`src/sv/char_lcd_cursor_sequencer_defines.svh`:
```
// Assertion macros shared by the character display sequencer.
`ifndef CHAR_LCD_CURSOR_SEQUENCER_DEFINES_SVH
`define CHAR_LCD_CURSOR_SEQUENCER_DEFINES_SVH

// Check a condition in the same cycle as its trigger.
`define LCDCS_ASSERT_SAME(lbl, trig, cond, msg) \
  lbl: assert property (@(posedge clk) disable iff (rst) (trig) |-> (cond)) else $error(msg);

// Check a condition in the cycle after its trigger.
`define LCDCS_ASSERT_NEXT(lbl, trig, cond, msg) \
  lbl: assert property (@(posedge clk) disable iff (rst) (trig) |=> (cond)) else $error(msg);

`endif

```
`src/sv/lcdcs_pkg.sv`:
```
// Package: types, codes and constants of the character display sequencer.
package lcdcs_pkg;

  localparam int DefColumns = 20;
  localparam int DefRows    = 4;
  localparam int ColW       = 5;
  localparam int RowW       = 3;
  localparam int MaxNibbles = 12;
  localparam int CountW     = $clog2(MaxNibbles + 1);
  localparam int IdxW       = $clog2(MaxNibbles);

  // Request codes
  localparam logic [1:0] CmdInit  = 2'd0;
  localparam logic [1:0] CmdPrint = 2'd1;
  localparam logic [1:0] CmdClear = 2'd2;

  // Display bytes and raw nibbles
  localparam logic [7:0] ByteSetAddr = 8'h80;
  localparam logic [7:0] ByteClear   = 8'h01;
  localparam logic [7:0] ByteFuncSet = 8'h28;
  localparam logic [7:0] ByteDispOn  = 8'h0C;
  localparam logic [7:0] ByteEntry   = 8'h06;
  localparam logic [3:0] NibWake     = 4'h3;
  localparam logic [3:0] NibFourBit  = 4'h2;
  localparam logic [7:0] CharNewline = 8'd10;
  localparam logic [7:0] CharNull    = 8'd0;

  typedef struct packed {
    logic       rs;
    logic [3:0] nib;
  } nib_ent_t;

  typedef nib_ent_t [MaxNibbles-1:0] nib_list_t;

  typedef struct packed {
    logic [CountW-1:0] count;
    nib_list_t         ents;
  } job_desc_t;

  typedef struct packed {
    logic              busy;
    logic [CountW-1:0] count;
  } emit_stat_t;

  typedef struct packed {
    logic [RowW-1:0] row;
    logic [ColW-1:0] col;
  } cursor_stat_t;

  // DDRAM start address of each panel row.
  function automatic logic [6:0] row_base(input logic [1:0] r);
    logic [6:0] b;
    case (r)
      2'd0:    b = 7'h00;
      2'd1:    b = 7'h40;
      2'd2:    b = 7'h14;
      default: b = 7'h54;
    endcase
    return b;
  endfunction

endpackage

```
`src/sv/lcdcs_ifs.sv`:
```
// Handshake channels: request in, bus nibble out.
interface lcdcs_req_if import lcdcs_pkg::*; ();
  logic       valid;
  logic       ready;
  logic [1:0] cmd;
  logic [7:0] char_code;

  modport source (output valid, output cmd, output char_code, input ready);
  modport sink (input valid, input cmd, input char_code, output ready);
endinterface

interface lcdcs_nib_if import lcdcs_pkg::*; ();
  logic       valid;
  logic       ready;
  logic       reg_select;
  logic [3:0] nibble;
  logic       last;

  modport source (output valid, output reg_select, output nibble, output last, input ready);
  modport sink (input valid, input reg_select, input nibble, input last, output ready);
endinterface

```
`src/sv/lcdcs_planner.sv`:
```
// Cursor state and nibble list for one request.
module lcdcs_planner import lcdcs_pkg::*; #(
  parameter int COLUMNS = DefColumns,
  parameter int ROWS    = DefRows
) (
  input  logic         clk,
  input  logic         rst,
  input  logic         take,
  input  logic [1:0]   cmd,
  input  logic [7:0]   char_code,
  output job_desc_t    desc,
  output cursor_stat_t cursor
);

  logic [RowW-1:0] cursor_row, cursor_row_next;
  logic [ColW-1:0] cursor_col, cursor_col_next;

  always_comb begin
    logic            wrap_col, wrap_row, wrapped, send_b, rs_b;
    logic [RowW-1:0] r1, r2, r3;
    logic [ColW-1:0] c1, c2;
    logic [7:0]      byte_a, byte_b;

    desc            = '0;
    cursor_row_next = cursor_row;
    cursor_col_next = cursor_col;

    // Wrap check on the cursor as left by the previous character.
    wrap_col = cursor_col >= ColW'(COLUMNS);
    c1       = wrap_col ? '0 : cursor_col;
    r1       = wrap_col ? cursor_row + RowW'(1) : cursor_row;
    wrap_row = r1 >= RowW'(ROWS);
    r2       = wrap_row ? '0 : r1;
    c2       = wrap_row ? '0 : c1;
    wrapped  = wrap_col || wrap_row;
    byte_a   = ByteSetAddr | {1'b0, row_base(r2[1:0]) + 7'(c2)};
    r3       = r2 + RowW'(1);

    if (char_code == CharNewline) begin
      send_b = r3 < RowW'(ROWS);
      rs_b   = 1'b0;
      byte_b = ByteSetAddr | {1'b0, row_base(r3[1:0])};
    end else begin
      send_b = 1'b1;
      rs_b   = 1'b1;
      byte_b = char_code;
    end

    unique case (cmd)
      CmdInit: begin
        desc.count    = CountW'(MaxNibbles);
        desc.ents[0]  = '{rs: 1'b0, nib: NibWake};
        desc.ents[1]  = '{rs: 1'b0, nib: NibWake};
        desc.ents[2]  = '{rs: 1'b0, nib: NibWake};
        desc.ents[3]  = '{rs: 1'b0, nib: NibFourBit};
        desc.ents[4]  = '{rs: 1'b0, nib: ByteFuncSet[7:4]};
        desc.ents[5]  = '{rs: 1'b0, nib: ByteFuncSet[3:0]};
        desc.ents[6]  = '{rs: 1'b0, nib: ByteDispOn[7:4]};
        desc.ents[7]  = '{rs: 1'b0, nib: ByteDispOn[3:0]};
        desc.ents[8]  = '{rs: 1'b0, nib: ByteEntry[7:4]};
        desc.ents[9]  = '{rs: 1'b0, nib: ByteEntry[3:0]};
        desc.ents[10] = '{rs: 1'b0, nib: ByteClear[7:4]};
        desc.ents[11] = '{rs: 1'b0, nib: ByteClear[3:0]};
      end
      CmdClear: begin
        desc.count      = CountW'(2);
        desc.ents[0]    = '{rs: 1'b0, nib: ByteClear[7:4]};
        desc.ents[1]    = '{rs: 1'b0, nib: ByteClear[3:0]};
        cursor_row_next = '0;
        cursor_col_next = '0;
      end
      CmdPrint: begin
        if (char_code != CharNull) begin
          if (wrapped) begin
            desc.ents[0] = '{rs: 1'b0, nib: byte_a[7:4]};
            desc.ents[1] = '{rs: 1'b0, nib: byte_a[3:0]};
            desc.ents[2] = '{rs: rs_b, nib: byte_b[7:4]};
            desc.ents[3] = '{rs: rs_b, nib: byte_b[3:0]};
            desc.count   = send_b ? CountW'(4) : CountW'(2);
          end else begin
            desc.ents[0] = '{rs: rs_b, nib: byte_b[7:4]};
            desc.ents[1] = '{rs: rs_b, nib: byte_b[3:0]};
            desc.count   = send_b ? CountW'(2) : CountW'(0);
          end
          if (char_code == CharNewline) begin
            cursor_row_next = r3;
            cursor_col_next = '0;
          end else begin
            cursor_row_next = r2;
            cursor_col_next = c2 + ColW'(1);
          end
        end
      end
      default: begin
        desc.count = '0;
      end
    endcase
  end

  always_ff @(posedge clk) begin
    if (rst) begin
      cursor_row <= '0;
      cursor_col <= '0;
    end else if (take) begin
      cursor_row <= cursor_row_next;
      cursor_col <= cursor_col_next;
    end
  end

  assign cursor = '{row: cursor_row, col: cursor_col};

endmodule

```
`src/sv/lcdcs_emitter.sv`:
```
// Job register and nibble output register with one-per-cycle drain while nib is ready.
module lcdcs_emitter import lcdcs_pkg::*; (
  input  logic       clk,
  input  logic       rst,
  input  logic       take,
  input  job_desc_t  desc,
  output logic       take_ok,
  output emit_stat_t stat,
  lcdcs_nib_if.source nib
);

  logic            job_busy, job_busy_next;
  job_desc_t       job;
  logic [IdxW-1:0] idx;
  logic            out_valid;
  nib_ent_t        out_ent;
  logic            out_last;
  logic            out_free, move, final_move;

  assign out_free   = !out_valid || nib.ready;
  assign move       = job_busy && out_free;
  assign final_move = move && (CountW'(idx) == job.count - CountW'(1));
  assign take_ok    = !job_busy || final_move;

  always_comb begin
    job_busy_next = job_busy && !final_move;
    if (take && (desc.count != '0)) begin
      job_busy_next = 1'b1;
    end
  end

  always_ff @(posedge clk) begin
    if (rst) begin
      job_busy  <= 1'b0;
      out_valid <= 1'b0;
    end else begin
      job_busy <= job_busy_next;
      if (out_free) begin
        out_valid <= move;
      end
    end
  end

  // Hold the job, advance the nibble index, load the output register.
  always_ff @(posedge clk) begin
    if (take) begin
      job <= desc;
      idx <= '0;
    end else if (move) begin
      idx <= idx + IdxW'(1);
    end
    if (move) begin
      out_ent  <= job.ents[idx];
      out_last <= final_move;
    end
  end

  assign nib.valid      = out_valid;
  assign nib.reg_select = out_ent.rs;
  assign nib.nibble     = out_ent.nib;
  assign nib.last       = out_last;
  assign stat           = '{busy: job_busy, count: job.count};

endmodule

```
`src/sv/char_lcd_cursor_sequencer.sv`:
```
// Top level: character display command sequencer for a 4-bit bus.
//
//  channel | dir | handshake     | payload
//  --------+-----+---------------+----------------------------------
//  req     | in  | valid / ready | cmd[1:0], char_code[7:0]
//  nib     | out | valid / ready | reg_select, nibble[3:0], last
//
// One nibble leaves per cycle while nib is ready; a request produces 0 to 12
// nibbles (a plain character 2, a wrapping one 4), all through the single
// nibble output register. A request that produces no nibble leaves the
// emitter idle. The next request is taken in the cycle the previous job's
// final nibble moves to the output register, so jobs run back to back.
// Reset (rst, synchronous) empties the job and output registers and puts the
// cursor at row 0, column 0. A stall on nib holds the output and the job.
module char_lcd_cursor_sequencer import lcdcs_pkg::*; #(
  parameter int COLUMNS = DefColumns,
  parameter int ROWS    = DefRows
) (
  input logic clk,
  input logic rst,
  lcdcs_req_if.sink   req,
  lcdcs_nib_if.source nib
);

`include "char_lcd_cursor_sequencer_defines.svh"

  logic         take;
  logic         take_ok;
  job_desc_t    desc;
  emit_stat_t   stat;
  cursor_stat_t cursor;

  // Take a request whenever the emitter can hold its job.
  assign req.ready = take_ok;
  assign take      = req.valid && take_ok;

  // Plan the nibble list and advance the cursor on each taken request.
  lcdcs_planner #(
    .COLUMNS (COLUMNS),
    .ROWS    (ROWS)
  ) u_planner (
    .clk       (clk),
    .rst       (rst),
    .take      (take),
    .cmd       (req.cmd),
    .char_code (req.char_code),
    .desc      (desc),
    .cursor    (cursor)
  );

  // Drain the job one nibble per cycle through the output register while nib is ready.
  lcdcs_emitter u_emitter (
    .clk     (clk),
    .rst     (rst),
    .take    (take),
    .desc    (desc),
    .take_ok (take_ok),
    .stat    (stat),
    .nib     (nib)
  );

  // The cursor never runs more than one step past the panel edge.
  `LCDCS_ASSERT_SAME(a_cursor_bound, 1'b1, (cursor.col <= ColW'(COLUMNS)) && (cursor.row <= RowW'(ROWS)), "cursor left its range")
  // An idle emitter always takes a request.
  `LCDCS_ASSERT_SAME(a_ready_idle, !stat.busy, req.ready, "idle emitter refused a request")
  // An init request loads a twelve-nibble job.
  `LCDCS_ASSERT_NEXT(a_init_job, take && (req.cmd == CmdInit), stat.busy && (stat.count == CountW'(MaxNibbles)), "init job not loaded")

endmodule
```
`src/flat_wrapper.sv`:
```
// flat-port wrapper written by rule: the top's interface ports become plain ports
module char_lcd_cursor_sequencer_flat import lcdcs_pkg::*;
#(
  parameter int COLUMNS = DefColumns,
  parameter int ROWS    = DefRows
)
  (clk, rst, req_valid, req_cmd, req_char_code, req_ready, nib_valid, nib_reg_select, nib_nibble, nib_last, nib_ready);
  lcdcs_req_if req_i ();
  lcdcs_nib_if nib_i ();
  input logic clk;
  input logic rst;
  input wire logic [$bits(req_i.valid)-1:0] req_valid;
  input wire logic [$bits(req_i.cmd)-1:0] req_cmd;
  input wire logic [$bits(req_i.char_code)-1:0] req_char_code;
  output wire logic [$bits(req_i.ready)-1:0] req_ready;
  output wire logic [$bits(nib_i.valid)-1:0] nib_valid;
  output wire logic [$bits(nib_i.reg_select)-1:0] nib_reg_select;
  output wire logic [$bits(nib_i.nibble)-1:0] nib_nibble;
  output wire logic [$bits(nib_i.last)-1:0] nib_last;
  input wire logic [$bits(nib_i.ready)-1:0] nib_ready;
  assign req_i.valid = req_valid;
  assign req_i.cmd = req_cmd;
  assign req_i.char_code = req_char_code;
  assign req_ready = req_i.ready;
  assign nib_valid = nib_i.valid;
  assign nib_reg_select = nib_i.reg_select;
  assign nib_nibble = nib_i.nibble;
  assign nib_last = nib_i.last;
  assign nib_i.ready = nib_ready;
  char_lcd_cursor_sequencer #(.COLUMNS(COLUMNS), .ROWS(ROWS)) u_core (.clk(clk), .rst(rst), .req(req_i), .nib(nib_i));
endmodule
```
`config.mk`:
```
export PLATFORM = sky130hd
export DESIGN_NAME = char_lcd_cursor_sequencer_flat
export DESIGN_NICKNAME = d
export VERILOG_FILES = /design/src/sv/lcdcs_pkg.sv /design/src/sv/lcdcs_ifs.sv /design/src/sv/lcdcs_planner.sv /design/src/sv/lcdcs_emitter.sv /design/src/sv/char_lcd_cursor_sequencer.sv /design/src/flat_wrapper.sv
export VERILOG_INCLUDE_DIRS = /design/src /design/src/sv
export SDC_FILE = /design/constraint.sdc
export NUM_CORES = 1
export LEC_CHECK = 0
export ABC_AREA = 1
export BUFFER_PORTS_ARGS = -buffer_cell sky130_fd_sc_hd__buf_4
export CAP_MARGIN = 20
export CELL_PAD_IN_SITES_DETAIL_PLACEMENT = 1
export CELL_PAD_IN_SITES_GLOBAL_PLACEMENT = 2
export CORE_AREA = 3 3 102 75
export DETAILED_ROUTE_END_ITERATION = 7
export DIE_AREA = 0 0 105 78
export MAX_ROUTING_LAYER = met4
export PLACE_DENSITY_LB_ADDON = 0.1
export SLEW_MARGIN = 40
export SYNTH_ARGS = -nofsm -noshare
export SYNTH_HDL_FRONTEND = slang
export SYNTH_SLANG_ARGS = --single-unit
```
`constraint.sdc`:
```
create_clock -name clk -period 2.5 [get_ports clk]
set_input_delay 0.125 -clock clk [delete_from_list [all_inputs] [get_ports clk]]
set_output_delay 0.125 -clock clk [all_outputs]
set_load 0.05 [all_outputs]
```
==> flow_metrics.env, run 1 <==
export IMPL_outcome="completed"
export IMPL_numCtsBuffers=5
export IMPL_hold_path_class="in -> reg"
export IMPL_power_static_leakage_nw=1.15
export IMPL_relSlewSlack_pct=75.8
export IMPL_synth_edf_count=27
export IMPL_clk_pin_slew_ns=0.08
export IMPL_finalPower_mw=1.63
export IMPL_postRouteAntennaNets=0
export IMPL_setup_tns_ns=0
export IMPL_synth_async_reset_ratio_pct=0
export IMPL_fin_ws_ns=0.268
export IMPL_routed_wl_um=6080
export IMPL_viasPerCell=4.74
export IMPL_grt_total_usage_pct=16.2
export IMPL_grt_pass1_vias=1999
export IMPL_vdd_drop_max_uv=232
export IMPL_path_max_fanout=5
export IMPL_io_buffer_count=21
export IMPL_core_rowCount=25
export IMPL_path_cells="inv_1 -> nand2_1 -> nand2_1 -> or2_0 -> o21ai_0 -> nor2_1 -> ha_1 -> or2_2 -> o21ai_0 -> o221ai_1"
export IMPL_start_kind="flop"
export IMPL_final_max_slew_viol_count=0
export IMPL_maxCapViolCount=0
export IMPL_area_growth_pct=17.2
export IMPL_cts_resized=0
export IMPL_synthTopCellsByArea="edfxtp_1 35%, dfxtp_1 12%, nand2_1 8.9%, nor2_1 8.2%, inv_1 5.3%"
export IMPL_drive_above_1_share_pct=18.7
export IMPL_ys_top_cells_by_count="55 x nand2_1, 51 x nor2_1, 33 x inv_1"
export IMPL_startpoint="u_core.u_planner.cursor_col[3]$_SDFFE_PP0P_"
export IMPL_synth_nets=309
export IMPL_synth_cell_types=35
export IMPL_clk_latency_ns=0.29
export IMPL_initial_utilization_pct=34.8
export IMPL_die_area_um2=8190
export IMPL_die_h_um=78
export IMPL_worstPathRequired_ns=2.52
export IMPL_finalClockSkew_ns=0.00521
export IMPL_ios=22
export IMPL_ys_seq_elements=41
export IMPL_synth_avg_cell_area_um2=8.15
export IMPL_syn_area_um2=2330
export IMPL_worstHoldStart="rst"
export IMPL_rsz0062_at_grt="false"
export IMPL_synth_cells=286
export IMPL_grt_max_degree=24
export IMPL_dp_cells=402
export IMPL_slowest_delay_ns=0.40
export IMPL_cp_arrival_ns=2.26
export IMPL_worst_pin_slew_ns=0.360
export IMPL_avgRoutedWirePerCell_um=14.8
export IMPL_dp_hpwl_um=4890
export IMPL_cts_sinks=41
export IMPL_post_route_min_period_ns=2.23
export IMPL_antenna_found_initial=0
export IMPL_timing_rr_start="u_core.u_planner.cursor_col[3]$_SDFFE_PP0P_"
export IMPL_antenna_cells=0
export IMPL_post_route_period_util_pct=89.3
export IMPL_cts_hold_buf=0
export IMPL_grt_ovfl_total=0
export IMPL_finalSetupViolCount=0
export IMPL_nFillCells=838
export IMPL_vias=1945
export IMPL_power_density_nw_per_um2=598
export IMPL_cts_tree="built"
export IMPL_cts_buffer_depth=2
export IMPL_grt_first_pass_wirelength_um=10200
export IMPL_clock_tree_root_cell="clkbuf_8"
export IMPL_pre_cts_ws_ns=0.322
export IMPL_fin_nets=338
export IMPL_synth_flop_cell="edfxtp_1"
export IMPL_drt_first_iter_violations=60
export IMPL_gp_congestion=0.791
export IMPL_crit_slowest_cell="dfxtp_1"
export IMPL_worstSetupPathType="reg -> reg"
export IMPL_dieWidth_um=105
export IMPL_whs_ns=0.0847
export IMPL_yosysTopAreaCellShare_pct=34.8
export IMPL_cts_setup_buffers=0
export IMPL_drt_first_pass_iters=4
export IMPL_fmax_mhz=448
export IMPL_synth_most_common_cell="nand2_1"
export IMPL_yosys_area_top_type="edfxtp_1"
export IMPL_core_area_um2=6690
export IMPL_hold_viol=0
export IMPL_drc=0
export IMPL_worst_setup_path_end_kind="flop"
export IMPL_fin_cells=410
export IMPL_yosysWarnings=0
export IMPL_cts_htree_levels=2
export IMPL_synth_yosys_seq_area_share_pct=46.8
-- placed cells by master, fill, tap and decap left out, drive strengths merged --
cell,instances
nand3,10
inv,36
ha,9
nor4,2
xor2,3
o221ai,1
nand3b,1
nand2,59
clkinvlp,1
bufinv,1
o21ai,29
dfxtp,14
a21oi,14
o211ai,1
clkbuf,5
buf,28
o22ai,3
nor3,2
nor2,57
or2,2
o31ai,1
a31oi,1
edfxtp,27
nand4,5
clkinv,2
xnor2,2
-- power by group --
| part | internal, mW | switching, mW | total [mW] |
|---|---|---|---|
| combinational | 0.0975 | 0.190 | 0.288 |
| clock | 0.299 | 0.252 | 0.552 |
| sequential | 0.775 | 0.0196 | 0.795 |
| total | 1.17 | 0.462 | 1.63 |
-- logic make-up (layout without fill, tap and decap cells) --
logic type | Yosys count | after routing | share of synthesized area (%)
adders and majority gates | 9 | 9 | 4.83
xor gates and xnor gates | 5 | 5 | 1.88
and+or+nand+nor | 138 | 138 | 25.8
DFF | 41 | 41 | 46.8
buffers and inverters | 43 | 73 | 7.94
AOI/OAI and AO/OA | 50 | 50 | 12.8
-- critical path, delay by kind of cell, from the launching register on --
family / cells / cell delay (ns)
AND/OR/NAND/NOR: 5 / 0.84
AO/OA/AOI/OAI: 3 / 0.36
adder cells (fa/ha/maj): 1 / 0.27
flip-flops: 1 / 0.40
buffers and inverters: 1 / 0.08
-- stage by stage --
stage | util, % | area (µm²)
6_report | 40.8 | 2730
5_1_grt | 40.8 | 2730
4_1_cts | 40.8 | 2730
3_5_place_dp | 39.1 | 2620
3_3_place_gp | 39.1 | 2620
2_1_floorplan | - | 2330
-- layout make-up --
type	count	area (µm²)	share of cell area, %
timing repair buffer	28	210	7.69
clock buffer	5	68.8	2.52
tap	94	118	4.30
sequential	41	1090	39.9
clock inverter	3	46.3	1.69
multi-input combinational	202	1060	38.6
inverter	37	144	5.26
-- worst paths after layout --
| path | to | slack, ns | depth (start not counted) |
|---|---|---|---|
| max | u_core.u_emitter.job[0]$_DFFE_PP_ | 0.27 | 10 |
| min | u_core.u_planner.cursor_col[0]$_SDFFE_PP0P_ | 0.08 | 2 |
| max reg2reg | u_core.u_emitter.job[0]$_DFFE_PP_ | 0.27 | 10 |
| min reg2reg | u_core.u_planner.cursor_col[1]$_SDFFE_PP0P_ | 0.49 | 2 |
-- state kept, by name (all words and copies together), names as in the netlist --
name and cells:
u_core.u_emitter.job 18, u_core.u_planner.cursor_col 5, u_core.u_emitter.idx 4, u_core.u_emitter.nib.nibble 4
u_core.u_emitter.stat 3, u_core.u_planner.cursor_row 3, u_core.u_emitter.job_busy 1, u_core.u_emitter.nib.last 1
u_core.u_emitter.nib.reg_select 1, u_core.u_emitter.nib.valid 1
-- per-layer routing --
metal	up-vias	track usage (%)	routed length (µm)
met1	912	24.6	3450
met3	2	2.99	264
met4	0	3.54	28
met2	29	22.3	2340
met5	-	-	0
li1	1002	-	-
Power figures use the tool's default switching activity.
==> inputs of run 2 (changes only) <==
- MAX_ROUTING_LAYER: met4 -> unset
==> flow_metrics.env, run 2 (synthesized netlist as in run 1, its figures left out) <==
export IMPL_r2r_cells=10
export IMPL_dieWidth_um=105
export IMPL_cts_buffer_depth=2
export IMPL_worstHoldStart="rst"
export IMPL_path_max_fanout=5
export IMPL_rsz0062_at_grt="false"
export IMPL_clock_tree_root_cell="clkbuf_8"
export IMPL_vdd_drop_max_uv=232
export IMPL_gp_congestion=0.780
export IMPL_reg2reg_slack_ns=0.27
export IMPL_cts_resized=0
export IMPL_grt_max_degree=24
export IMPL_grt_total_usage_pct=15.9
export IMPL_cts_tree="built"
export IMPL_vias=1953
export IMPL_worstPathRequired_ns=2.53
export IMPL_fin_nets=338
export IMPL_min_to="u_core.u_planner.cursor_col[1]$_SDFFE_PP0P_"
export IMPL_path_cells="inv_1 -> nand2_1 -> nand2_1 -> or2_0 -> o21ai_0 -> nor2_1 -> ha_1 -> or2_2 -> o21ai_0 -> o221ai_1"
export IMPL_antenna_cells=0
export IMPL_area_growth_pct=17.2
export IMPL_drt_first_iter_violations=66
export IMPL_finalClockSkew_ns=0.00567
export IMPL_final_common_cell="nand2_1"
export IMPL_relSlewSlack_pct=74.6
export IMPL_power_static_leakage_nw=1.15
export IMPL_initial_utilization_pct=34.8
export IMPL_core_area_um2=6690
export IMPL_cp_arrival_ns=2.26
export IMPL_post_route_period_util_pct=89.2
export IMPL_r2r_end="u_core.u_emitter.job[0]$_DFFE_PP_"
export IMPL_postRouteAntennaNets=0
export IMPL_core_rowCount=25
export IMPL_start_kind="flop"
export IMPL_die_h_um=78
export IMPL_clk_pin_slew_ns=0.09
export IMPL_cts_sinks=41
export IMPL_hold_path_class="in -> reg"
export IMPL_final_cell_mix="55 x nand2_1, 51 x nor2_1, 33 x inv_1"
export IMPL_path_buf_inv=1
export IMPL_worst_pin_slew_ns=0.380
export IMPL_cts_htree_levels=2
export IMPL_maxCapViolCount=0
export IMPL_setup_tns_ns=0
export IMPL_dp_hpwl_um=4890
export IMPL_final_max_slew_viol_count=0
export IMPL_viasPerCell=4.76
export IMPL_largest_reg_flops=18
export IMPL_antenna_found_initial=0
export IMPL_drc=0
export IMPL_io_buffer_count=21
export IMPL_drive_above_1_share_pct=18.7
export IMPL_top_regs="u_core.u_emitter.job x18, u_core.u_planner.cursor_col x5"
export IMPL_grt_first_pass_wirelength_um=10200
export IMPL_fmax_mhz=449
export IMPL_hold_depth=2
export IMPL_outcome="completed"
export IMPL_grt_ovfl_total=0
export IMPL_finalSetupViolCount=0
export IMPL_timing_rr_start="u_core.u_planner.cursor_col[3]$_SDFFE_PP0P_"
export IMPL_cts_setup_buffers=0
export IMPL_critPathTopFamily="simple AND/OR/NAND/NOR gates"
export IMPL_ios=22
export IMPL_die_area_um2=8190
export IMPL_grt_pass1_vias=1991
export IMPL_power_density_nw_per_um2=598
export IMPL_slowest_delay_ns=0.40
export IMPL_post_route_min_period_ns=2.23
export IMPL_worstSetupPathType="reg -> reg"
export IMPL_regMostFlops="u_core.u_emitter.job"
export IMPL_routed_wl_um=6100
export IMPL_drt_first_pass_iters=4
export IMPL_numCtsBuffers=5
export IMPL_hold_viol=0
export IMPL_worst_setup_path_end_kind="flop"
export IMPL_clk_latency_ns=0.29
export IMPL_finalPower_mw=1.64
export IMPL_crit_slowest_cell="dfxtp_1"
export IMPL_cts_hold_buf=0
export IMPL_worstSetupPathDepth=10
export IMPL_avgRoutedWirePerCell_um=14.9
run 2: area by class of cell:
class | count | area [µm²]
flip-flops and latches | 41 | 1090
well taps | 94 | 118
clock inverters | 3 | 46.3
repair buffers | 28 | 210
fillers | 838 | 3960
clock buffers | 5 | 68.8
inverters | 37 | 144
multi-input cells | 202 | 1060
run 2: stage by stage:
stage / worst slack (ns) / cell area, µm² / hold WS [ns] / util [%] / std cells
3_3_place_gp: 0.376 / 2620 / 0.386 / 39.1 / 402
6_report: 0.271 / 2730 / 0.0792 / 40.8 / 410
2_1_floorplan: 0.190 / 2330 / 0.269 / - / 286
3_5_place_dp: 0.322 / 2620 / 0.397 / 39.1 / 402
4_1_cts: 0.300 / 2730 / 0.0791 / 40.8 / 410
5_1_grt: 0.0721 / 2730 / 0.0794 / 40.8 / 410
run 2: worst max-delay path by stage:
| stage | startpoint | endpoint | slack [ns] |
|---|---|---|---|
| 6_report | u_core.u_planner.cursor_col[3]$_SDFFE_PP0P_ | u_core.u_emitter.job[0]$_DFFE_PP_ | 0.27 |
| 5_1_grt | u_core.u_planner.cursor_col[3]$_SDFFE_PP0P_ | u_core.u_emitter.job_busy$_SDFF_PP0_ | 0.07 |
| 4_1_cts | u_core.u_planner.cursor_col[3]$_SDFFE_PP0P_ | u_core.u_emitter.job[0]$_DFFE_PP_ | 0.30 |
| 3_5_place_dp | u_core.u_planner.cursor_col[3]$_SDFFE_PP0P_ | u_core.u_emitter.job[0]$_DFFE_PP_ | 0.32 |
| 3_3_place_gp | u_core.u_planner.cursor_col[2]$_SDFFE_PP0P_ | u_core.u_emitter.job[7]$_DFFE_PP_ | 0.38 |
| 2_1_floorplan | u_core.u_emitter.nib.valid$_SDFFE_PP0N_ | u_core.u_emitter.job[0]$_DFFE_PP_ | 0.19 |
run 2: worst register-to-register path, cell delays in order, from the launching register on:
cell and delay (ns):
dfxtp_1 0.40, inv_1 0.08, nand2_1 0.09, nand2_1 0.13, or2_0 0.22, o21ai_0 0.11
nor2_1 0.09, ha_1 0.27, or2_2 0.31, o21ai_0 0.12, o221ai_1 0.14
run 2: routing by layer:
layer | vias up | global-route usage [%] | wire length, µm
li1 | 1001 | - | -
met1 | 916 | 24.8 | 3470
met2 | 34 | 22.2 | 2330
met3 | 2 | 2.99 | 273
met4 | 0 | 3.54 | 29
met5 | - | 0 | 0
run 2: report_power, final:
part           internal [mW]  leakage, nW  switching (mW)  total, mW
Combinational         0.0974        0.712           0.190      0.288
Clock                  0.299       0.0543           0.254      0.553
Sequential             0.775        0.379          0.0196      0.795
==> inputs of run 3 (changes only) <==
- CORE_AREA: 3 3 102 75 -> 3 3 107 78
- DIE_AREA: 0 0 105 78 -> 0 0 110 81
- clock period: 2.5 -> 1.9 ns (I/O delays scaled with it)
==> flow_metrics.env, run 3 (synthesized netlist as in run 1, its figures left out) <==
export IMPL_outcome="complete, but fails checks"
export IMPL_violations="setup timing"
export IMPL_power_density_nw_per_um2=729
export IMPL_cts_buffer_depth=2
export IMPL_initial_utilization_pct=31.9
export IMPL_area_growth_pct=40.4
export IMPL_nFillCells=843
export IMPL_clkPwrFrac_pct=36.5
export IMPL_r2r_cells=8
export IMPL_met3_usage_pct=3.65
export IMPL_power_static_leakage_nw=1.36
export IMPL_avgRoutedWirePerCell_um=16.4
export IMPL_min_to="u_core.u_planner.cursor_col[4]$_SDFFE_PP0P_"
export IMPL_cts_tree="built"
export IMPL_multi_input_area_um2=1300
export IMPL_r2r_end="u_core.u_emitter.job[10]$_DFFE_PP_"
export IMPL_vias=2116
export IMPL_start_kind="flop"
export IMPL_internal_power_mw=1.72
export IMPL_gp_congestion=0.833
export IMPL_comb_power_share_pct=19.6
export IMPL_grt_first_pass_wirelength_um=11500
export IMPL_core_rowCount=26
export IMPL_vdd_drop_max_uv=309
export IMPL_busiest_layer="met1"
export IMPL_worstHoldStart="rst"
export IMPL_io_buffer_count=21
export IMPL_sw_frac_of_total_pct=27.9
export IMPL_cp_arrival_ns=1.98
export IMPL_viasPerCell=4.79
export IMPL_drc=0
export IMPL_fmax_mhz=512
export IMPL_worstSetupPathType="reg -> reg"
export IMPL_hold_path_class="in -> reg"
export IMPL_relSlewSlack_pct=64.7
export IMPL_final_common_cell="buf_4"
export IMPL_antenna_cells=0
export IMPL_numCtsBuffers=5
export IMPL_rsz0062_at_grt="true"
export IMPL_core_area_um2=7320
export IMPL_worst_setup_path_end_kind="flop"
export IMPL_hold_depth=2
export IMPL_fin_nets=366
export IMPL_grt_ovfl_total=0
export IMPL_postRouteAntennaNets=0
export IMPL_worstPathRequired_ns=1.93
export IMPL_finalSetupViolCount=3
export IMPL_drt_first_pass_iters=4
export IMPL_seqPwrFrac_pct=43.9
export IMPL_regMostFlops="u_core.u_emitter.job"
export IMPL_routed_wl_um=7250
export IMPL_grt_total_usage_pct=16.9
export IMPL_dp_hpwl_um=5090
export IMPL_fin_ws_ns=-0.0520
export IMPL_grt_pass1_vias=2142
export IMPL_clock_tree_root_cell="clkbuf_8"
export IMPL_maxCapViolCount=0
export IMPL_grt_use_met1_pct=26.0
export IMPL_reg2reg_slack_ns=-0.05
export IMPL_cts_htree_levels=2
export IMPL_post_route_period_util_pct=103
export IMPL_post_route_min_period_ns=1.95
export IMPL_finalPower_mw=2.39
export IMPL_cts_hold_buf=0
export IMPL_timing_rr_start="u_core.u_planner.cursor_row[0]$_SDFFE_PP0P_"
export IMPL_final_max_slew_viol_count=0
export IMPL_clk_pin_slew_ns=0.09
export IMPL_grt_max_degree=26
export IMPL_final_cell_mix="51 x buf_4, 47 x nand2_1, 43 x nor2_1"
export IMPL_finalClockSkew_ns=0.00681
export IMPL_top_regs="u_core.u_emitter.job x18, u_core.u_planner.cursor_col x5"
export IMPL_cts_sinks=41
export IMPL_die_area_um2=8910
export IMPL_die_h_um=81
export IMPL_pre_cts_ws_ns=-0.193
export IMPL_largest_reg_flops=18
export IMPL_dieWidth_um=110
export IMPL_drt_first_iter_violations=51
export IMPL_switchingPower_uw=666
export IMPL_path_max_fanout=3
export IMPL_clk_latency_ns=0.30
export IMPL_ios=22
export IMPL_seqCellArea_um2=1100
export IMPL_worst_pin_slew_ns=0.526
export IMPL_hold_viol=0
export IMPL_gr_usage_met2_pct=24.0
export IMPL_antenna_found_initial=0
export IMPL_drive_above_1_share_pct=38.1
## run 3: worst max-delay path by stage
stage                                                start                                    to  slack [ns]  depth (start not counted)
2_1_floorplan  u_core.u_planner.cursor_row[0]$_SDFFE_PP0P_     u_core.u_emitter.job[7]$_DFFE_PP_       0.002                          8
3_3_place_gp   u_core.u_planner.cursor_row[0]$_SDFFE_PP0P_  u_core.u_emitter.job_busy$_SDFF_PP0_       -0.08                         11
3_5_place_dp   u_core.u_planner.cursor_col[3]$_SDFFE_PP0P_  u_core.u_emitter.job_busy$_SDFF_PP0_       -0.19                         13
4_1_cts        u_core.u_planner.cursor_col[3]$_SDFFE_PP0P_  u_core.u_emitter.job_busy$_SDFF_PP0_       -0.03                         13
5_1_grt        u_core.u_planner.cursor_row[0]$_SDFFE_PP0P_  u_core.u_emitter.job_busy$_SDFF_PP0_       -0.12                         11
6_report       u_core.u_planner.cursor_row[0]$_SDFFE_PP0P_    u_core.u_emitter.job[10]$_DFFE_PP_       -0.05                          8
## run 3: worst max-delay path, stage by stage, from the launching register on
cell     delay, ns
dfxtp_2       0.35
ha_4          0.18
xnor2_4       0.15
a21oi_4       0.23
nor2_4        0.08
ha_4          0.24
or2_4         0.25
o21ai_2       0.08
o21ai_0       0.11
## run 3: through the flow
step	TNS, ns	cells	cell area (µm²)	utilization [%]	hold slack (ns)
after floorplan	0	286	2360	-	0.239
after global placement	-0.309	421	2780	37.9	0.356
after detailed placement	-1.12	421	2780	37.9	0.365
after CTS	-0.0714	440	3080	42.1	0.0379
after global routing	-0.493	442	3270	44.7	0.0344
final	-0.115	442	3270	44.7	0.0344
## run 3: final cells by class
type / count / share of cell area [%]
tap: 98 / 3.74
timing repair buffer: 56 / 14.2
clock inverter: 3 / 1.99
inverter: 37 / 4.59
sequential: 41 / 33.7
clock buffer: 5 / 2.10
multi-input combinational: 202 / 39.7
## run 3: what timing repair did
item                                   CTS  global route
pin swaps                               14            17
endpoints found under the hold margin    0             0
resized for setup                       26            39
setup endpoints to repair                8            36
setup buffers                           11             5
## run 3: power by group through the flow
stage | sequential [mW] | combinational, mW | clock, mW
floorplan | 1.11 | 0.213 | 0
global placement | 1.07 | 0.400 | 0
detailed placement | 1.07 | 0.406 | 0
CTS | 1.05 | 0.431 | 0.875
global route | 1.06 | 0.515 | 0.919
finish | 1.05 | 0.468 | 0.870
## run 3: metal layers
metal	wire [µm]	vias to the layer above
met4	25	0
met3	246	4
li1	-	1060
met1	3940	1026
met2	3030	26
met5	0	-
